### src/hw/rtl/osps_pkg.sv
// ----------------------------------------------------------------------------
// osps_pkg: shared definitions for the stepper pattern sequencer
// Widths, register indexes, reset values, coil codes and the small
// phase helpers used by the sequencer core and its side units.
// ----------------------------------------------------------------------------
package osps_pkg;

  // field and state widths
  localparam int STEP_W     = 10;
  localparam int PAT_W      = 4;
  localparam int STROKE_W   = 6;
  localparam int PHASE_W    = 2;
  localparam int COIL_W     = 4;
  localparam int NUM_MOTORS = 4;

  // configuration port
  localparam int CFG_IDX_W  = 2;
  localparam int CFG_DATA_W = 10;
  localparam logic [CFG_IDX_W-1:0] CFG_STROKE_STEPS  = 2'd0;
  localparam logic [CFG_IDX_W-1:0] CFG_PATTERN_COUNT = 2'd1;

  // reset values of the configuration registers
  localparam logic [STEP_W-1:0] STROKE_STEPS_RST  = 10'd20;
  localparam logic [PAT_W-1:0]  PATTERN_COUNT_RST = 4'd3;

  // step counters saturate here
  localparam logic [STEP_W-1:0] STEP_MAX = 10'd1023;

  // full-step double-coil codes, bits B-,B+,A-,A+
  localparam logic [COIL_W-1:0] COIL_PH0 = 4'h5;
  localparam logic [COIL_W-1:0] COIL_PH1 = 4'h6;
  localparam logic [COIL_W-1:0] COIL_PH2 = 4'ha;
  localparam logic [COIL_W-1:0] COIL_PH3 = 4'h9;

  // one side of the machine: direction, step count and stroke-done flag
  typedef struct packed {
    logic              dir;
    logic [STEP_W-1:0] steps;
    logic              done;
  } osps_side_t;

  // one result item
  typedef struct packed {
    logic [COIL_W-1:0] coil_motor1;
    logic [COIL_W-1:0] coil_motor2;
    logic [COIL_W-1:0] coil_motor3;
    logic [COIL_W-1:0] coil_motor4;
    logic              stepped;
    logic [PAT_W-1:0]  pattern_number;
  } osps_res_t;

  // phase index to coil code
  function automatic logic [COIL_W-1:0] coil_code(input logic [PHASE_W-1:0] ph);
    logic [COIL_W-1:0] code;
    unique case (ph)
      2'd0:    code = COIL_PH0;
      2'd1:    code = COIL_PH1;
      2'd2:    code = COIL_PH2;
      default: code = COIL_PH3;
    endcase
    return code;
  endfunction

  // advance or retreat one phase, wrapping modulo four
  function automatic logic [PHASE_W-1:0] phase_move(input logic [PHASE_W-1:0] ph,
                                                    input logic fwd);
    return fwd ? PHASE_W'(ph + 2'd1) : PHASE_W'(ph - 2'd1);
  endfunction

endpackage

### src/hw/rtl/osps_if.sv
// ----------------------------------------------------------------------------
// osps_if: valid/ready channels of the stepper pattern sequencer
// Request channel carries the timer flag; result channel carries the four
// coil codes, the step flag and the current pattern number.
// ----------------------------------------------------------------------------
interface osps_in_if import osps_pkg::*; ();
  logic valid;
  logic ready;
  logic timer_elapsed;

  modport source (output valid, output timer_elapsed, input ready);
  modport sink   (input valid, input timer_elapsed, output ready);
endinterface

interface osps_out_if import osps_pkg::*; ();
  logic              valid;
  logic              ready;
  logic [COIL_W-1:0] coil_motor1;
  logic [COIL_W-1:0] coil_motor2;
  logic [COIL_W-1:0] coil_motor3;
  logic [COIL_W-1:0] coil_motor4;
  logic              stepped;
  logic [PAT_W-1:0]  pattern_number;

  modport source (output valid, output coil_motor1, output coil_motor2,
                  output coil_motor3, output coil_motor4, output stepped,
                  output pattern_number, input ready);
  modport sink   (input valid, input coil_motor1, input coil_motor2,
                  input coil_motor3, input coil_motor4, input stepped,
                  input pattern_number, output ready);
endinterface

### src/hw/rtl/osps_side.sv
// ----------------------------------------------------------------------------
// osps_side: step logic of one side (two motors turning in opposite senses)
// Optionally clears the side for a new stroke, then optionally takes one
// step: moves both phases, counts the step and reverses at stroke end.
// ----------------------------------------------------------------------------
module osps_side import osps_pkg::*; (
  input  osps_side_t         side_i,
  input  logic [PHASE_W-1:0] ph_a_i,
  input  logic [PHASE_W-1:0] ph_b_i,
  input  logic               clear,
  input  logic               step,
  input  logic [STEP_W-1:0]  stroke_steps,
  output osps_side_t         side_o,
  output logic [PHASE_W-1:0] ph_a_o,
  output logic [PHASE_W-1:0] ph_b_o
);

  osps_side_t        base;
  logic [STEP_W-1:0] cnt;

  always_comb begin
    // stroke restart clears counter and done flag
    base = side_i;
    if (clear) begin
      base.steps = '0;
      base.done  = 1'b0;
    end

    side_o = base;
    ph_a_o = ph_a_i;
    ph_b_o = ph_b_i;
    cnt    = (base.steps == STEP_MAX) ? base.steps : STEP_W'(base.steps + 1'b1);

    // one step: motor A follows dir, motor B runs the other way
    if (step) begin
      ph_a_o       = phase_move(ph_a_i, base.dir);
      ph_b_o       = phase_move(ph_b_i, ~base.dir);
      side_o.steps = cnt;
      if (cnt < stroke_steps) begin
        side_o.done = 1'b0;
      end else begin
        side_o.done = 1'b1;
        side_o.dir  = ~base.dir;
      end
    end
  end

endmodule

### src/hw/rtl/osps_seq.sv
// ----------------------------------------------------------------------------
// osps_seq: pattern/stroke sequencer state and per-request update
// Holds pattern index, stroke count, motor phases and both side states.
// Computes the next state and the result for one request.
// ----------------------------------------------------------------------------
module osps_seq import osps_pkg::*; (
  input  logic              clk,
  input  logic              rst_n,
  input  logic              upd,
  input  logic              tick,
  input  logic [STEP_W-1:0] stroke_steps,
  input  logic [PAT_W-1:0]  pattern_count,
  output osps_res_t         res
);

  logic [PAT_W-1:0]                     pattern_index_r, pattern_index_nxt;
  logic [STROKE_W-1:0]                  strokes_left_r, strokes_left_nxt;
  logic [NUM_MOTORS-1:0][PHASE_W-1:0]   phase_r, phase_nxt;
  osps_side_t                           left_r, left_nxt, right_r, right_nxt;

  logic                                 clear, step;
  osps_side_t                           left_o, right_o;
  logic [NUM_MOTORS-1:0][PHASE_W-1:0]   phase_o;

  // side units: motors 1/2 on the left, 3/4 on the right
  osps_side u_left (
    .side_i       (left_r),
    .ph_a_i       (phase_r[0]),
    .ph_b_i       (phase_r[1]),
    .clear        (clear),
    .step         (step),
    .stroke_steps (stroke_steps),
    .side_o       (left_o),
    .ph_a_o       (phase_o[0]),
    .ph_b_o       (phase_o[1])
  );

  osps_side u_right (
    .side_i       (right_r),
    .ph_a_i       (phase_r[2]),
    .ph_b_i       (phase_r[3]),
    .clear        (clear),
    .step         (step),
    .stroke_steps (stroke_steps),
    .side_o       (right_o),
    .ph_a_o       (phase_o[2]),
    .ph_b_o       (phase_o[3])
  );

  // sequencing: wrap pattern, load strokes, or run the stroke
  always_comb begin
    pattern_index_nxt = pattern_index_r;
    strokes_left_nxt  = strokes_left_r;
    phase_nxt         = phase_r;
    left_nxt          = left_r;
    right_nxt         = right_r;
    clear             = 1'b0;
    step              = 1'b0;

    if (pattern_index_r < pattern_count) begin
      if (strokes_left_r != '0) begin
        clear            = left_r.done & right_r.done;
        step             = tick;
        strokes_left_nxt = STROKE_W'(strokes_left_r - {{(STROKE_W-1){1'b0}}, clear});
        left_nxt         = left_o;
        right_nxt        = right_o;
        phase_nxt        = phase_o;
      end else begin
        // 2*(p+1)+1 strokes for pattern p
        strokes_left_nxt  = STROKE_W'({pattern_index_r, 1'b0}) + STROKE_W'(3);
        pattern_index_nxt = PAT_W'(pattern_index_r + 1'b1);
        left_nxt.dir      = 1'b1;
        right_nxt.dir     = 1'b1;
      end
    end else begin
      pattern_index_nxt = '0;
    end
  end

  // result fields show the state after the update
  always_comb begin
    res.coil_motor1    = coil_code(phase_nxt[0]);
    res.coil_motor2    = coil_code(phase_nxt[1]);
    res.coil_motor3    = coil_code(phase_nxt[2]);
    res.coil_motor4    = coil_code(phase_nxt[3]);
    res.stepped        = step;
    res.pattern_number = pattern_index_nxt;
  end

  // state registers
  always_ff @(posedge clk) begin
    if (!rst_n) begin
      pattern_index_r <= '0;
      strokes_left_r  <= '0;
      phase_r         <= '0;
      left_r          <= '{dir: 1'b1, steps: '0, done: 1'b0};
      right_r         <= '{dir: 1'b1, steps: '0, done: 1'b0};
    end else if (upd) begin
      pattern_index_r <= pattern_index_nxt;
      strokes_left_r  <= strokes_left_nxt;
      phase_r         <= phase_nxt;
      left_r          <= left_nxt;
      right_r         <= right_nxt;
    end
  end

`ifndef SYNTHESIS
  // no timer tick, no motion
  a_no_tick_no_move: assert property (@(posedge clk) disable iff (!rst_n)
    (upd && !tick) |=> $stable(phase_r))
    else $error("phases moved without a timer tick");

  // stroke count never exceeds the largest load (31)
  a_strokes_bound: assert property (@(posedge clk) disable iff (!rst_n)
    !strokes_left_r[STROKE_W-1])
    else $error("stroke count out of range");

  // sequencing state only changes on an update
  a_hold_idle: assert property (@(posedge clk) disable iff (!rst_n)
    !upd |=> $stable({pattern_index_r, strokes_left_r, left_r, right_r}))
    else $error("sequencer state changed without a request");
`endif

endmodule

### src/hw/rtl/oscillating_stepper_pattern_sequencer.sv
// ----------------------------------------------------------------------------
// oscillating_stepper_pattern_sequencer: four-motor full-step pattern driver
// Each request is one scheduler tick; each result gives the four coil codes.
// ----------------------------------------------------------------------------
// Usage:
//   in_req  : valid/ready request channel, one bit timer_elapsed per tick.
//   out_res : valid/ready result channel, exactly one result per request:
//             coil codes of motors 1..4, stepped flag, pattern number.
//   cfg_*   : write port; index 0 = stroke_steps, 1 = pattern_count.
//             Other indexes are ignored. Write only while the block is idle.
// Pipeline: two register stages, request register then result register.
// Throughput: one request per cycle while the result register is not stalled.
//   The whole state update is a single combinational pass between the
//   request register and the result register.
// Reset (rst_n low, synchronous): pattern 0, no strokes loaded, all motors at
//   phase 0 (code 0x5), both sides forward, registers at 20 and 3.
// Stall: when out_res.ready is low the result holds; one more request is
//   buffered in the request register, then in_req.ready drops.
// ----------------------------------------------------------------------------
module oscillating_stepper_pattern_sequencer import osps_pkg::*; (
  input  logic                  clk,
  input  logic                  rst_n,
  osps_in_if.sink               in_req,
  osps_out_if.source            out_res,
  input  logic                  cfg_we,
  input  logic [CFG_IDX_W-1:0]  cfg_index,
  input  logic [CFG_DATA_W-1:0] cfg_wdata
);

  logic              s1_v_r, s1_tick_r;
  logic              out_v_r;
  osps_res_t         res_r, res_nxt;
  logic [STEP_W-1:0] stroke_steps_r;
  logic [PAT_W-1:0]  pattern_count_r;
  logic              advance, upd, in_acc;

  // pipeline control
  assign advance      = !out_v_r || out_res.ready;
  assign upd          = s1_v_r && advance;
  assign in_req.ready = !s1_v_r || advance;
  assign in_acc       = in_req.valid && in_req.ready;

  // configuration registers
  always_ff @(posedge clk) begin
    if (!rst_n) begin
      stroke_steps_r  <= STROKE_STEPS_RST;
      pattern_count_r <= PATTERN_COUNT_RST;
    end else if (cfg_we) begin
      unique case (cfg_index)
        CFG_STROKE_STEPS:  stroke_steps_r  <= cfg_wdata[STEP_W-1:0];
        CFG_PATTERN_COUNT: pattern_count_r <= cfg_wdata[PAT_W-1:0];
        default: ;
      endcase
    end
  end

  // request register
  always_ff @(posedge clk) begin
    if (!rst_n) begin
      s1_v_r <= 1'b0;
    end else if (in_acc) begin
      s1_v_r <= 1'b1;
    end else if (advance) begin
      s1_v_r <= 1'b0;
    end
  end

  always_ff @(posedge clk) begin
    if (in_acc) begin
      s1_tick_r <= in_req.timer_elapsed;
    end
  end

  // sequencer core
  osps_seq u_seq (
    .clk           (clk),
    .rst_n         (rst_n),
    .upd           (upd),
    .tick          (s1_tick_r),
    .stroke_steps  (stroke_steps_r),
    .pattern_count (pattern_count_r),
    .res           (res_nxt)
  );

  // result register
  always_ff @(posedge clk) begin
    if (!rst_n) begin
      out_v_r <= 1'b0;
    end else if (advance) begin
      out_v_r <= s1_v_r;
    end
  end

  always_ff @(posedge clk) begin
    if (upd) begin
      res_r <= res_nxt;
    end
  end

  assign out_res.valid          = out_v_r;
  assign out_res.coil_motor1    = res_r.coil_motor1;
  assign out_res.coil_motor2    = res_r.coil_motor2;
  assign out_res.coil_motor3    = res_r.coil_motor3;
  assign out_res.coil_motor4    = res_r.coil_motor4;
  assign out_res.stepped        = res_r.stepped;
  assign out_res.pattern_number = res_r.pattern_number;

`ifndef SYNTHESIS
  // an empty result register never blocks requests
  a_ready_when_empty: assert property (@(posedge clk) disable iff (!rst_n)
    !out_v_r |-> in_req.ready)
    else $error("request blocked with empty result register");

  // every processed request shows up as a result next cycle
  a_upd_to_out: assert property (@(posedge clk) disable iff (!rst_n)
    upd |=> out_v_r)
    else $error("processed request produced no result");

  // a stepped result always comes from a tick
  a_step_needs_tick: assert property (@(posedge clk) disable iff (!rst_n)
    upd |=> (!res_r.stepped || $past(s1_tick_r)))
    else $error("step reported without a timer tick");
`endif

endmodule
### src/flat_wrapper.sv
// flat-port wrapper written by rule: the top's interface ports become plain ports
module oscillating_stepper_pattern_sequencer_flat import osps_pkg::*;
  (clk, rst_n, cfg_we, cfg_index, cfg_wdata, in_req_valid, in_req_timer_elapsed, in_req_ready, out_res_valid, out_res_coil_motor1, out_res_coil_motor2, out_res_coil_motor3, out_res_coil_motor4, out_res_stepped, out_res_pattern_number, out_res_ready);
  osps_in_if in_req_i ();
  osps_out_if out_res_i ();
  input  logic clk;
  input  logic rst_n;
  input  logic cfg_we;
  input  logic [CFG_IDX_W-1:0] cfg_index;
  input  logic [CFG_DATA_W-1:0] cfg_wdata;
  input wire logic [$bits(in_req_i.valid)-1:0] in_req_valid;
  input wire logic [$bits(in_req_i.timer_elapsed)-1:0] in_req_timer_elapsed;
  output wire logic [$bits(in_req_i.ready)-1:0] in_req_ready;
  output wire logic [$bits(out_res_i.valid)-1:0] out_res_valid;
  output wire logic [$bits(out_res_i.coil_motor1)-1:0] out_res_coil_motor1;
  output wire logic [$bits(out_res_i.coil_motor2)-1:0] out_res_coil_motor2;
  output wire logic [$bits(out_res_i.coil_motor3)-1:0] out_res_coil_motor3;
  output wire logic [$bits(out_res_i.coil_motor4)-1:0] out_res_coil_motor4;
  output wire logic [$bits(out_res_i.stepped)-1:0] out_res_stepped;
  output wire logic [$bits(out_res_i.pattern_number)-1:0] out_res_pattern_number;
  input wire logic [$bits(out_res_i.ready)-1:0] out_res_ready;
  assign in_req_i.valid = in_req_valid;
  assign in_req_i.timer_elapsed = in_req_timer_elapsed;
  assign in_req_ready = in_req_i.ready;
  assign out_res_valid = out_res_i.valid;
  assign out_res_coil_motor1 = out_res_i.coil_motor1;
  assign out_res_coil_motor2 = out_res_i.coil_motor2;
  assign out_res_coil_motor3 = out_res_i.coil_motor3;
  assign out_res_coil_motor4 = out_res_i.coil_motor4;
  assign out_res_stepped = out_res_i.stepped;
  assign out_res_pattern_number = out_res_i.pattern_number;
  assign out_res_i.ready = out_res_ready;
  oscillating_stepper_pattern_sequencer u_core (.clk(clk), .rst_n(rst_n), .in_req(in_req_i), .out_res(out_res_i), .cfg_we(cfg_we), .cfg_index(cfg_index), .cfg_wdata(cfg_wdata));
endmodule
### config.mk
export PLATFORM = sky130hd
export DESIGN_NAME = oscillating_stepper_pattern_sequencer_flat
export DESIGN_NICKNAME = d
export VERILOG_FILES = /design/src/hw/rtl/osps_pkg.sv /design/src/hw/rtl/osps_if.sv /design/src/hw/rtl/osps_side.sv /design/src/hw/rtl/osps_seq.sv /design/src/hw/rtl/oscillating_stepper_pattern_sequencer.sv /design/src/flat_wrapper.sv
export SDC_FILE = /design/constraint.sdc
export NUM_CORES = 1
export LEC_CHECK = 0
export BUFFER_PORTS_ARGS = -buffer_cell sky130_fd_sc_hd__buf_2
export CAP_MARGIN = 20
export CELL_PAD_IN_SITES_DETAIL_PLACEMENT = 1
export CELL_PAD_IN_SITES_GLOBAL_PLACEMENT = 1
export CORE_MARGIN = 2
export CORE_UTILIZATION = 50
export CTS_CLUSTER_DIAMETER = 120
export CTS_CLUSTER_SIZE = 30
export DETAILED_ROUTE_END_ITERATION = 10
export GPL_TIMING_DRIVEN = 0
export PLACE_DENSITY = 0.9
export SYNTH_ARGS = -nofsm -noshare
export SYNTH_HDL_FRONTEND = slang
export SYNTH_HIERARCHICAL = 1
export SYNTH_SLANG_ARGS = --single-unit
### constraint.sdc
create_clock -name clk -period 7 [get_ports clk]
set_input_delay 0 -clock clk [delete_from_list [all_inputs] [get_ports clk]]
set_output_delay 0 -clock clk [all_outputs]
set_load 0.01 [all_outputs]
==> flow_metrics.env, run 1 <==
export IMPL_status="complete, no violations"
export IMPL_vias=4960
export IMPL_rsz0062_at_grt="no"
export IMPL_synthFlopType="dfxtp_1"
export IMPL_drc=0
export IMPL_crit_family="simple AND/OR/NAND/NOR gates"
export IMPL_synth_distinct_cells=74
export IMPL_ctsHtreeMaxLevel=3
export IMPL_wl_met1_um=6780
export IMPL_syn_nets=661
export IMPL_setup_viol=0
export IMPL_routed_wl_um=17000
export IMPL_grt_pass1_vias=5301
export IMPL_hp_class="primary input to flop"
export IMPL_max_cap_violations=0
export IMPL_postSynth_asyncResetShare_pct=0
export IMPL_cts_path_max_buffers=2
export IMPL_numCtsBuffers=9
export IMPL_cpMostUsedCell="ha_1"
export IMPL_tritoncts="built"
export IMPL_grt_use_total_pct=30.8
export IMPL_grt_ovfl_total=0
export IMPL_cts_resized=0
export IMPL_finish_utilization_pct=59.2
export IMPL_die_height_um=107
export IMPL_grt_first_pass_wirelength_um=27200
export IMPL_met2_length_um=8790
export IMPL_ant_nets=0
export IMPL_crit_path_top_delay_cell="and3_1"
export IMPL_synth_edf_count=22
export IMPL_dp_hpwl_um=11400
export IMPL_grt_max_degree=22
export IMPL_wire_per_inst_um=20.7
export IMPL_n_antenna_cell=0
export IMPL_clock_fmax_mhz=184
export IMPL_finalHoldViolCount=0
export IMPL_max_stage_delay_ns=0.57
export IMPL_path_max_fanout=14
export IMPL_ios=41
export IMPL_worstPathCellList="ha_1 > a21oi_2 > o21a_1 > and3_1 > nor2b_1 > ha_1 > and4b_1 > and2_1 > a21oi_1 > nand3_1 > xor2_1 > ha_1 > nand2_1 > or4_4 > a311oi_2 > o21ai_2 > xnor2_1 > nor3_1 > o21ai_0"
export IMPL_drt_iter0_drc=252
export IMPL_max_vdd_ir_drop_uv=86.7
export IMPL_insertion_delay_ns=0.38
export IMPL_syn_inst=609
export IMPL_portBuffers=40
export IMPL_finalCritPeriodShare_pct=77.5
export IMPL_synthesis_area_um2=5340
export IMPL_antenna_found_initial=0
export IMPL_skew_ns=0.00805
export IMPL_slew_headroom_pct=35.0
export IMPL_fp_coreArea_um2=10300
export IMPL_root_buffer="clkbuf_8"
export IMPL_startpoint_type="flop"
export IMPL_std_cell_rows=37
export IMPL_final_layout_size_suffix_gt1_share_pct=16.5
export IMPL_critical_path_buf_inv_count=0
export IMPL_yosysWarnings=6
export IMPL_initial_utilization_pct=51.7
export IMPL_yosysSeqAreaShare_pct=34.1
export IMPL_fp_dieW_um=107
export IMPL_clock_sinks=80
export IMPL_end_kind="flop"
export IMPL_vias_per_cell=6.05
export IMPL_pwr_density_cell_nw_per_um2=189
export IMPL_first_pass_iters=4
export IMPL_area_growth_syn_to_layout_pct=14.6
export IMPL_ys_ff_latch=80
export IMPL_post_synth_cell_area_avg_um2=8.76
export IMPL_worst_slew_pin_slew_ns=0.965
export IMPL_cts_clk_slew_worst_paths_ns=0.08
export IMPL_critPathArrivalTime_ns=5.65
export IMPL_setup_tns_ns=0
export IMPL_drv_slew=0
export IMPL_wl_met3_um=658
export IMPL_die_area_um2=11500
export IMPL_worstSetupPathType="flop to flop"
export IMPL_leakagePower_uw=0.00240
export IMPL_gp_congestion=0.889
export IMPL_finalCriticalPeriod_ns=5.43
export IMPL_nets=731
export IMPL_critPathRequiredTime_ns=7.22
export IMPL_maxUsedRoutingLayer="met4"
cells in the mapped netlist, drive strengths merged (3+ instances only):
cell / instances / area (um^2)
dfxtp: 58 / 1160
a21oi: 55 / 279
nand2: 50 / 188
nand3: 49 / 250
o21ai: 44 / 228
inv: 36 / 135
ha: 34 / 425
nor2: 32 / 128
xnor2: 27 / 236
edfxtp: 22 / 661
mux2i: 20 / 200
xor2: 20 / 175
buf: 19 / 138
clkbuf: 16 / 62.6
nor2b: 15 / 93.8
mux2: 12 / 143
nor3: 9 / 72.6
a31oi: 8 / 50.1
o211ai: 8 / 80.1
nand2b: 6 / 37.5
nand4: 6 / 52.6
and3: 5 / 32.5
nor3b: 5 / 53.8
and2: 4 / 25.0
and4: 4 / 35.0
nand4b: 3 / 26.3
o21a: 3 / 22.5
or2: 3 / 18.8
cell usage in the layout (no fill, tap or decap), types with 3 or more instances in the layout:
| cell | count |
|---|---|
| nor2b_1 | 14 |
| and4_1 | 4 |
| a21oi_1 | 54 |
| or2_2 | 3 |
| mux2i_1 | 20 |
| buf_4 | 7 |
| nand3_1 | 48 |
| nand4b_1 | 3 |
| dfxtp_1 | 58 |
| clkbuf_8 | 9 |
| o21a_1 | 3 |
| nor3b_1 | 3 |
| clkbuf_1 | 15 |
| ha_1 | 34 |
| buf_2 | 48 |
| buf_6 | 4 |
| o21ai_0 | 42 |
| xor2_1 | 20 |
| dlygate4sd3_1 | 18 |
| clkinv_1 | 3 |
| and2_1 | 4 |
| a31oi_1 | 8 |
| nand4_1 | 5 |
| o211ai_2 | 4 |
| edfxtp_1 | 22 |
| nor3_1 | 6 |
| o211ai_1 | 4 |
| and3_1 | 4 |
| nor2_1 | 31 |
| inv_1 | 36 |
| mux2_2 | 8 |
| nand2b_1 | 6 |
| nand2_1 | 50 |
| xnor2_1 | 27 |
power by group:
part	total, uW	internal (uW)	switching (uW)
registers	511	496	14.6
clock network	380	199	181
logic	264	94.7	169
sequential cells by signal, indices dropped and copies added (netlist names), 6 cells and up:
| name | flops |
|---|---|
| u_core/u_seq/strokes_left_r | 6 |
| u_core/u_seq/right_r | 12 |
| u_core/u_seq/phase_r | 8 |
| u_core/u_seq/left_r | 12 |
| u_core/stroke_steps_r | 10 |
path summary, 6_finish.rpt:
check | start | cells after the start | slack (ns) | endpoint
setup / recovery | u_core/u_seq/pattern_index_r[3]$_SDFFE_PN0P_ | 19 | 1.57 | u_core/u_seq/left_r[11]$_SDFFE_PN1P_
hold reg to reg | u_core/u_seq/left_r[2]$_SDFFE_PN0P_ | 2 | 0.48 | u_core/u_seq/left_r[2]$_SDFFE_PN0P_
hold / removal | rst_n | 4 | 0.03 | u_core/u_seq/strokes_left_r[2]$_SDFFE_PN0P_
setup reg to reg | u_core/u_seq/pattern_index_r[3]$_SDFFE_PN0P_ | 19 | 1.57 | u_core/u_seq/left_r[11]$_SDFFE_PN1P_
per-stage QoR:
stage	cells	total power (uW)	area [um^2]	hold WS [ns]	worst slack (ns)
finish	820	1160	6120	0.0318	1.57
global route	820	1200	6120	0.0678	1.30
CTS	820	1160	6120	0.0206	1.67
detailed placement	786	771	5720	0.195	1.68
global placement	785	753	5710	0.180	1.88
floorplan	609	689	5340	0.0989	2.60
timing repair:
item                                   CTS  global route
hold buffers                            18             0
endpoints found under the hold margin   17             0
buffers inserted                         0             0
worst reg2reg max path, cell delays in order (launching register included):
cell and delay, ns:
dfxtp_1 0.49, ha_1 0.33, a21oi_2 0.25, o21a_1 0.28, and3_1 0.57, nor2b_1 0.22, ha_1 0.33, and4b_1 0.27
and2_1 0.20, a21oi_1 0.30, nand3_1 0.14, xor2_1 0.18, ha_1 0.31, nand2_1 0.08, or4_4 0.52, a311oi_2 0.26
o21ai_2 0.11, xnor2_1 0.14, nor3_1 0.18, o21ai_0 0.11
cell families after synthesis:
group	after synthesis	share of synthesized area, %
flops	80	34.1
compound gates	137	15.9
fa+ha+maj	34	7.97
buf+inv	72	6.35
xor+xnor	47	7.71
simple gates	207	21.5
mux	32	6.42
routing by layer:
metal,GRT usage (%),vias to the layer above
li1,-,2301
met3,5.15,63
met4,18.5,0
met1,34.7,2459
met2,54.3,137
met5,0,-
cell type report:
cell class              count  area (um^2)
plain buffers              35          200
clock buffers              10          128
clock inverters             6         83.8
fillers                  1223         4210
inverters                  37          139
multi-input cells         457         3180
flip-flops and latches     80         1820
well taps                 136          170
repair buffers             59          395
(Power assumes the default switching activity.)
==> run 2, diff against run 1 <==
Settings changed: CORE_UTILIZATION 50 to 42, PLACE_DENSITY 0.9 to 0.81.
Clock period 7 ns to 4.44 ns, I/O delays scaled along.
==> run 2 against run 1 <==
The run now ends with negative setup slack left. Utilization decreased by 6.8 points. Hold slack worse by 0.027 ns. Largest power group unchanged. Flip-flop and latch count unchanged. Final area rose by 7.4%. Sequential power increased by 58%. Global-route usage decreased by 5.5 points. Non-clock buffer count rose by 19. Routed wire length increased by 4.5%. Critical path depth is 1 higher.
==> flow_metrics.env, run 2 (same netlist as run 1, synthesis figures left out) <==
export IMPL_status="complete, but fails checks"
export IMPL_violations="negative setup slack"
export IMPL_r2r_slack_ns=-0.01
export IMPL_nets=752
export IMPL_fp_dieW_um=117
export IMPL_initial_utilization_pct=42.6
export IMPL_fp_coreArea_um2=12500
export IMPL_rr_worst_depth=20
export IMPL_max_vdd_ir_drop_uv=177
export IMPL_final_cells=877
export IMPL_first_pass_iters=7
export IMPL_die_area_um2=13600
export IMPL_end_kind="flop"
export IMPL_n_antenna_cell=0
export IMPL_area_growth_syn_to_layout_pct=23.1
export IMPL_cts_clk_slew_worst_paths_ns=0.06
export IMPL_layout_commonest_cell="dfxtp_1"
export IMPL_ios=41
export IMPL_finalHoldViolCount=0
export IMPL_drv_slew=0
export IMPL_antenna_found_initial=0
export IMPL_final_cell_mix="dfxtp_1 (53), a21oi_1 (52), nand2_1 (49)"
export IMPL_post_place_ws_ns=-0.839
export IMPL_worstSetupPathType="flop to flop"
export IMPL_std_cell_rows=41
export IMPL_fill_cells=1512
export IMPL_grt_max_degree=21
export IMPL_grt_use_total_pct=25.3
export IMPL_rsz0062_at_grt="yes"
export IMPL_ctsHtreeMaxLevel=3
export IMPL_wire_per_inst_um=20.3
export IMPL_drt_iter0_drc=391
export IMPL_tritoncts="built"
export IMPL_finalCritPeriodShare_pct=100
export IMPL_portBuffers=40
export IMPL_final_layout_size_suffix_gt1_share_pct=23.7
export IMPL_ant_nets=0
export IMPL_numCtsBuffers=9
export IMPL_setup_viol=1
export IMPL_drc=0
export IMPL_worst_slack_ns=-0.0102
export IMPL_leakagePower_uw=0.00256
export IMPL_grt_ovfl_total=0
export IMPL_vias=5062
export IMPL_root_buffer="clkbuf_16"
export IMPL_gp_congestion=0.879
export IMPL_setup_tns_ns=-0.0102
export IMPL_worstReg2RegEnd="u_core/u_seq/right_r[11]$_SDFFE_PN1P_"
export IMPL_finalCriticalPeriod_ns=4.45
export IMPL_grt_first_pass_wirelength_um=26400
export IMPL_die_height_um=117
export IMPL_skew_ns=0.00589
export IMPL_dp_hpwl_um=11200
export IMPL_slew_headroom_pct=35.7
export IMPL_routed_wl_um=17800
export IMPL_endpoint="u_core/u_seq/right_r[11]$_SDFFE_PN1P_"
export IMPL_critPathRequiredTime_ns=4.65
export IMPL_grt_pass1_vias=5099
export IMPL_hp_class="primary input to flop"
export IMPL_insertion_delay_ns=0.34
export IMPL_path_max_fanout=8
export IMPL_top_regs="u_core/u_seq/left_r x12, u_core/u_seq/right_r x12, u_core/stroke_steps_r x10"
export IMPL_r2r_start="u_core/pattern_count_r[1]$_SDFFE_PN1P_"
export IMPL_cts_path_max_buffers=2
export IMPL_worst_slew_pin_slew_ns=0.953
export IMPL_vias_per_cell=5.77
export IMPL_critPathArrivalTime_ns=4.66
export IMPL_clock_fmax_mhz=225
export IMPL_place_inst=822
export IMPL_pwr_density_cell_nw_per_um2=307
export IMPL_clock_sinks=80
export IMPL_startpoint_type="flop"
export IMPL_crit_path_top_delay_cell="or3_4"
export IMPL_worstPathCellList="inv_2 > ha_4 > o211ai_4 > o21a_4 > and3_4 > nor2b_4 > ha_4 > nand4_4 > or3_4 > or2b_1 > xor2_1 > nor2_1 > ha_1 > and4_1 > o211ai_1 > a311o_1 > a21boi_2 > xor2_1 > nor3_1 > o21ai_1"
export IMPL_max_cap_violations=0
export IMPL_max_stage_delay_ns=0.45
export IMPL_startpoint="u_core/pattern_count_r[1]$_SDFFE_PN1P_"
[run 2: cell count changes in the layout (fill, tap and decap cells not counted), sizes merged]
| cell | before | now |
|---|---|---|
| and3 | 5 | 6 |
| buf | 60 | 85 |
| clkinv | 4 | 2 |
| clkbuf | 26 | 29 |
| bufinv | 2 | 1 |
| dlygate4sd3 | 18 | 12 |
| or3 | 2 | 3 |
[run 2: stage by stage]
step	power (uW)	cell area (um^2)	util (%)	hold slack (ns)
2_1_floorplan	1090	5340	-	0.0989
3_3_place_gp	1190	5750	46.0	0.179
3_5_place_dp	1220	5770	46.1	0.183
4_1_cts	2000	6330	50.6	0.00532
5_1_grt	2090	6570	52.5	0.0405
6_report	2020	6570	52.5	0.00454
[run 2: worst max-delay path: cells and delay by family (launching register included)]
kind	cells	cell delay [ns]
simple gates	8	1.71
compound gates	6	1.13
fa+ha+maj	3	0.78
flops	1	0.35
xor+xnor	2	0.27
buf+inv	1	0.06
[run 2: layer usage]
metal  vias to the layer above  GRT usage (%)  share of wire, %
met5                         -              0                 0
met3                        51           3.79               3.9
met4                         0           9.73               2.9
met1                      2532           29.4                42
li1                       2349              -                 -
met2                       130           46.5                52
[run 2: what timing repair did]
| item | 4_1_cts | 5_1_grt |
|---|---|---|
| setup endpoints to repair | 4 | 4 |
| endpoints found under the hold margin | 14 | 0 |
| buffers inserted | 7 | 19 |
| gates resized for setup | 22 | 23 |
| hold buffers | 12 | 0 |
| cloned | 1 | 1 |
| pin swaps | 9 | 16 |
[run 2: area by class of cell]
type | count | area, um^2 | share of cell area (%)
inverter | 37 | 139 | 2.11
buffer | 34 | 189 | 2.88
clock buffer | 13 | 250 | 3.81
sequential | 80 | 1830 | 27.9
multi-input combinational | 459 | 3370 | 51.3
timing repair buffer | 79 | 531 | 8.08
clock inverter | 3 | 42.5 | 0.648
tap | 172 | 215 | 3.28
[run 2: worst min path at each step]
stage	from	end	depth (start not counted)
floorplan	in_req_timer_elapsed	u_core/s1_tick_r$_DFFE_PP_	0
global placement	in_req_timer_elapsed	u_core/s1_tick_r$_DFFE_PP_	1
detailed placement	in_req_timer_elapsed	u_core/s1_tick_r$_DFFE_PP_	1
finish	cfg_wdata[4]	u_core/stroke_steps_r[4]$_SDFFE_PN1P_	3
CTS	cfg_we	u_core/pattern_count_r[0]$_SDFFE_PN1P_	3
global route	cfg_we	u_core/pattern_count_r[1]$_SDFFE_PN1P_	3
[run 2: report_power, final]
group	total (uW)	switching (uW)	leakage, uW	internal, uW
combinational	448	282	0.00175	166
sequential	808	24.7	0.000664	783
clock	759	308	0.000140	451
total	2020	615	0.00256	1400
==> run 3, diff against run 2 <==
==> constraint.sdc (replaced) <==
create_clock -name clk -period 4.44 [get_ports clk]
set_input_delay 0.888 -clock clk [delete_from_list [all_inputs] [get_ports clk]]
set_output_delay 0.888 -clock clk [all_outputs]
set_load 0.01 [all_outputs]
==> run 3 against run 2 <==
Sequential power hardly changed. Hold slack better by 0.47 ns. Clock-buffer cell count stayed put. Routed wire length is 5.5% lower. Critical path type unchanged. Sequential share of layout area is 0.56 points higher. The run now ends clean.
==> flow_metrics.env, run 3 (same netlist as run 1, synthesis figures left out) <==
export IMPL_grt_max_degree=21
export IMPL_intPower_uw=1390
export IMPL_n_antenna_cell=0
export IMPL_worstReg2RegEnd="u_core/u_seq/right_r[11]$_SDFFE_PN1P_"
export IMPL_worst_slack_ns=0.0360
export IMPL_max_cap_violations=0
export IMPL_dpl_cell_area_um2=5770
export IMPL_nets=738
export IMPL_fp_dieW_um=117
export IMPL_grt_first_pass_wirelength_um=25500
export IMPL_rr_worst_depth=20
export IMPL_pwr_density_cell_nw_per_um2=311
export IMPL_finalCriticalPeriod_ns=4.40
export IMPL_hp_class="flop to flop"
export IMPL_clock_fmax_mhz=227
export IMPL_ctsHtreeMaxLevel=3
export IMPL_ios=41
export IMPL_startpoint="u_core/pattern_count_r[3]$_SDFFE_PN0P_"
export IMPL_skew_ns=0.00725
export IMPL_wire_per_inst_um=19.5
export IMPL_post_place_ws_ns=-0.839
export IMPL_critPathRequiredTime_ns=4.65
export IMPL_root_buffer="clkbuf_16"
export IMPL_fp_coreArea_um2=12500
export IMPL_status="complete, no violations"
export IMPL_vias_per_cell=5.63
export IMPL_area_growth_syn_to_layout_pct=20.5
export IMPL_layout_commonest_cell="dfxtp_1"
export IMPL_gp_congestion=0.879
export IMPL_finalHoldViolCount=0
export IMPL_die_height_um=117
export IMPL_critPathArrivalTime_ns=4.62
export IMPL_vias=4857
export IMPL_end_kind="flop"
export IMPL_leakagePower_uw=0.00250
export IMPL_clockPowerShare_pct=38.0
export IMPL_fill_cells=1508
export IMPL_numCtsBuffers=9
export IMPL_finalCritPeriodShare_pct=99.2
export IMPL_path_max_fanout=8
export IMPL_endpoint="u_core/u_seq/right_r[11]$_SDFFE_PN1P_"
export IMPL_worst_slew_pin_slew_ns=0.941
export IMPL_grt_use_total_pct=24.4
export IMPL_dp_hpwl_um=11200
export IMPL_cts_clk_slew_worst_paths_ns=0.06
export IMPL_seq_power_share_pct=40.3
export IMPL_r2r_start="u_core/pattern_count_r[3]$_SDFFE_PN0P_"
export IMPL_startpoint_type="flop"
export IMPL_drv_slew=0
export IMPL_setup_viol=0
export IMPL_p_switching_uw=608
export IMPL_tritoncts="built"
export IMPL_portBuffers=40
export IMPL_std_cell_rows=41
export IMPL_slew_headroom_pct=36.6
export IMPL_insertion_delay_ns=0.35
export IMPL_p_sw_share_pct=30.4
export IMPL_routed_wl_um=16800
export IMPL_combinationalPowerShare_pct=21.6
export IMPL_max_vdd_ir_drop_uv=166
export IMPL_final_cell_mix="dfxtp_1 (53), a21oi_1 (52), nand2_1 (49)"
export IMPL_drt_iter0_drc=389
export IMPL_die_area_um2=13600
export IMPL_initial_utilization_pct=42.6
export IMPL_clock_sinks=80
export IMPL_top_regs="u_core/u_seq/left_r x12, u_core/u_seq/right_r x12, u_core/stroke_steps_r x10"
export IMPL_antenna_found_initial=0
export IMPL_total_power_uw=2000
export IMPL_first_pass_iters=4
export IMPL_grt_ovfl_total=0
export IMPL_cts_path_max_buffers=2
export IMPL_rsz0062_at_grt="yes"
export IMPL_drc=0
export IMPL_ant_nets=0
export IMPL_worstSetupPathType="flop to flop"
export IMPL_final_layout_size_suffix_gt1_share_pct=23.9
export IMPL_r2r_slack_ns=0.04
export IMPL_finalInstanceArea_um2=6430
export IMPL_grt_pass1_vias=5014
==> run 3: changes by cell type in the layout (fill, tap and decap cells not counted) <==
cell           delta
dlygate4sd3_1    -12
buf_4             -2
dfxtp_2           +1
dfxtp_4           -1
==> run 3: routing by layer <==
metal | part of all wire (%) | vias to the layer above | GRT usage, %
li1 | - | 2322 | -
met1 | 41 | 2409 | 28.7
met2 | 52 | 97 | 44.5
met3 | 4.6 | 29 | 3.53
met4 | 2.4 | 0 | 9.41
met5 | 0 | - | 0
==> run 3: through the flow <==
step / cells / utilization, % / hold slack [ns] / TNS (ns)
finish: 863 / 51.4 / 0.478 / 0
global route: 863 / 51.4 / 0.507 / -0.246
CTS: 846 / 49.6 / 0.478 / 0
detailed placement: 822 / 46.1 / 0.470 / -2.85
global placement: 821 / 46.0 / 0.458 / -1.92
floorplan: 609 / - / 0.435 / 0
==> run 3: repair_timing <==
action	in CTS	in global routing
gates cloned	1	1
setup buffers	7	17
hold endpoints to repair	0	0
endpoints found under the setup margin	4	4
hold buffers	0	0
gates resized for setup	22	22
pin swaps	9	17
==> run 3: worst max-delay path, stage by stage, from the launching register on <==
cell and delay (ns):
dfxtp_2 0.34, inv_2 0.05, ha_4 0.30, o211ai_4 0.08
o21a_4 0.20, and3_4 0.24, nor2b_4 0.18, ha_4 0.17
nand4_4 0.16, or3_4 0.45, or2b_1 0.19, xor2_1 0.17
nor2_1 0.09, ha_1 0.33, and4_1 0.22, o211ai_1 0.12
a311o_1 0.36, a21boi_2 0.24, xor2_1 0.10, nor3_1 0.19
o21ai_1 0.09
==> run 3: worst min path at each step <==
stage	startpoint	endpoint	slack (ns)	depth (start not counted)
2_1_floorplan	u_core/pattern_count_r[2]$_SDFFE_PN0P_	u_core/pattern_count_r[2]$_SDFFE_PN0P_	0.43	2
3_3_place_gp	u_core/pattern_count_r[3]$_SDFFE_PN0P_	u_core/pattern_count_r[3]$_SDFFE_PN0P_	0.46	2
3_5_place_dp	u_core/pattern_count_r[2]$_SDFFE_PN0P_	u_core/pattern_count_r[2]$_SDFFE_PN0P_	0.47	2
4_1_cts	u_core/pattern_count_r[2]$_SDFFE_PN0P_	u_core/pattern_count_r[2]$_SDFFE_PN0P_	0.48	2
5_1_grt	u_core/pattern_count_r[2]$_SDFFE_PN0P_	u_core/pattern_count_r[2]$_SDFFE_PN0P_	0.51	2
6_report	u_core/pattern_count_r[2]$_SDFFE_PN0P_	u_core/pattern_count_r[2]$_SDFFE_PN0P_	0.48	2
==> run 3: power groups by stage <==
stage          Combinational (uW)  Sequential, uW  Clock, uW
2_1_floorplan                 264             822          0
6_report                      432             807        760
5_1_grt                       466             809        800
3_3_place_gp                  374             820          0
3_5_place_dp                  393             822          0
4_1_cts                       412             806        771
==> run 3: final cells by class <==
type	count	area, um^2	share of cell area (%)
clock buffer	13	250	3.89
buffer	34	189	2.94
multi-input combinational	459	3370	52.4
clock inverter	3	42.5	0.662
inverter	37	139	2.16
sequential	80	1830	28.5
timing repair buffer	65	395	6.15
tap	172	215	3.35
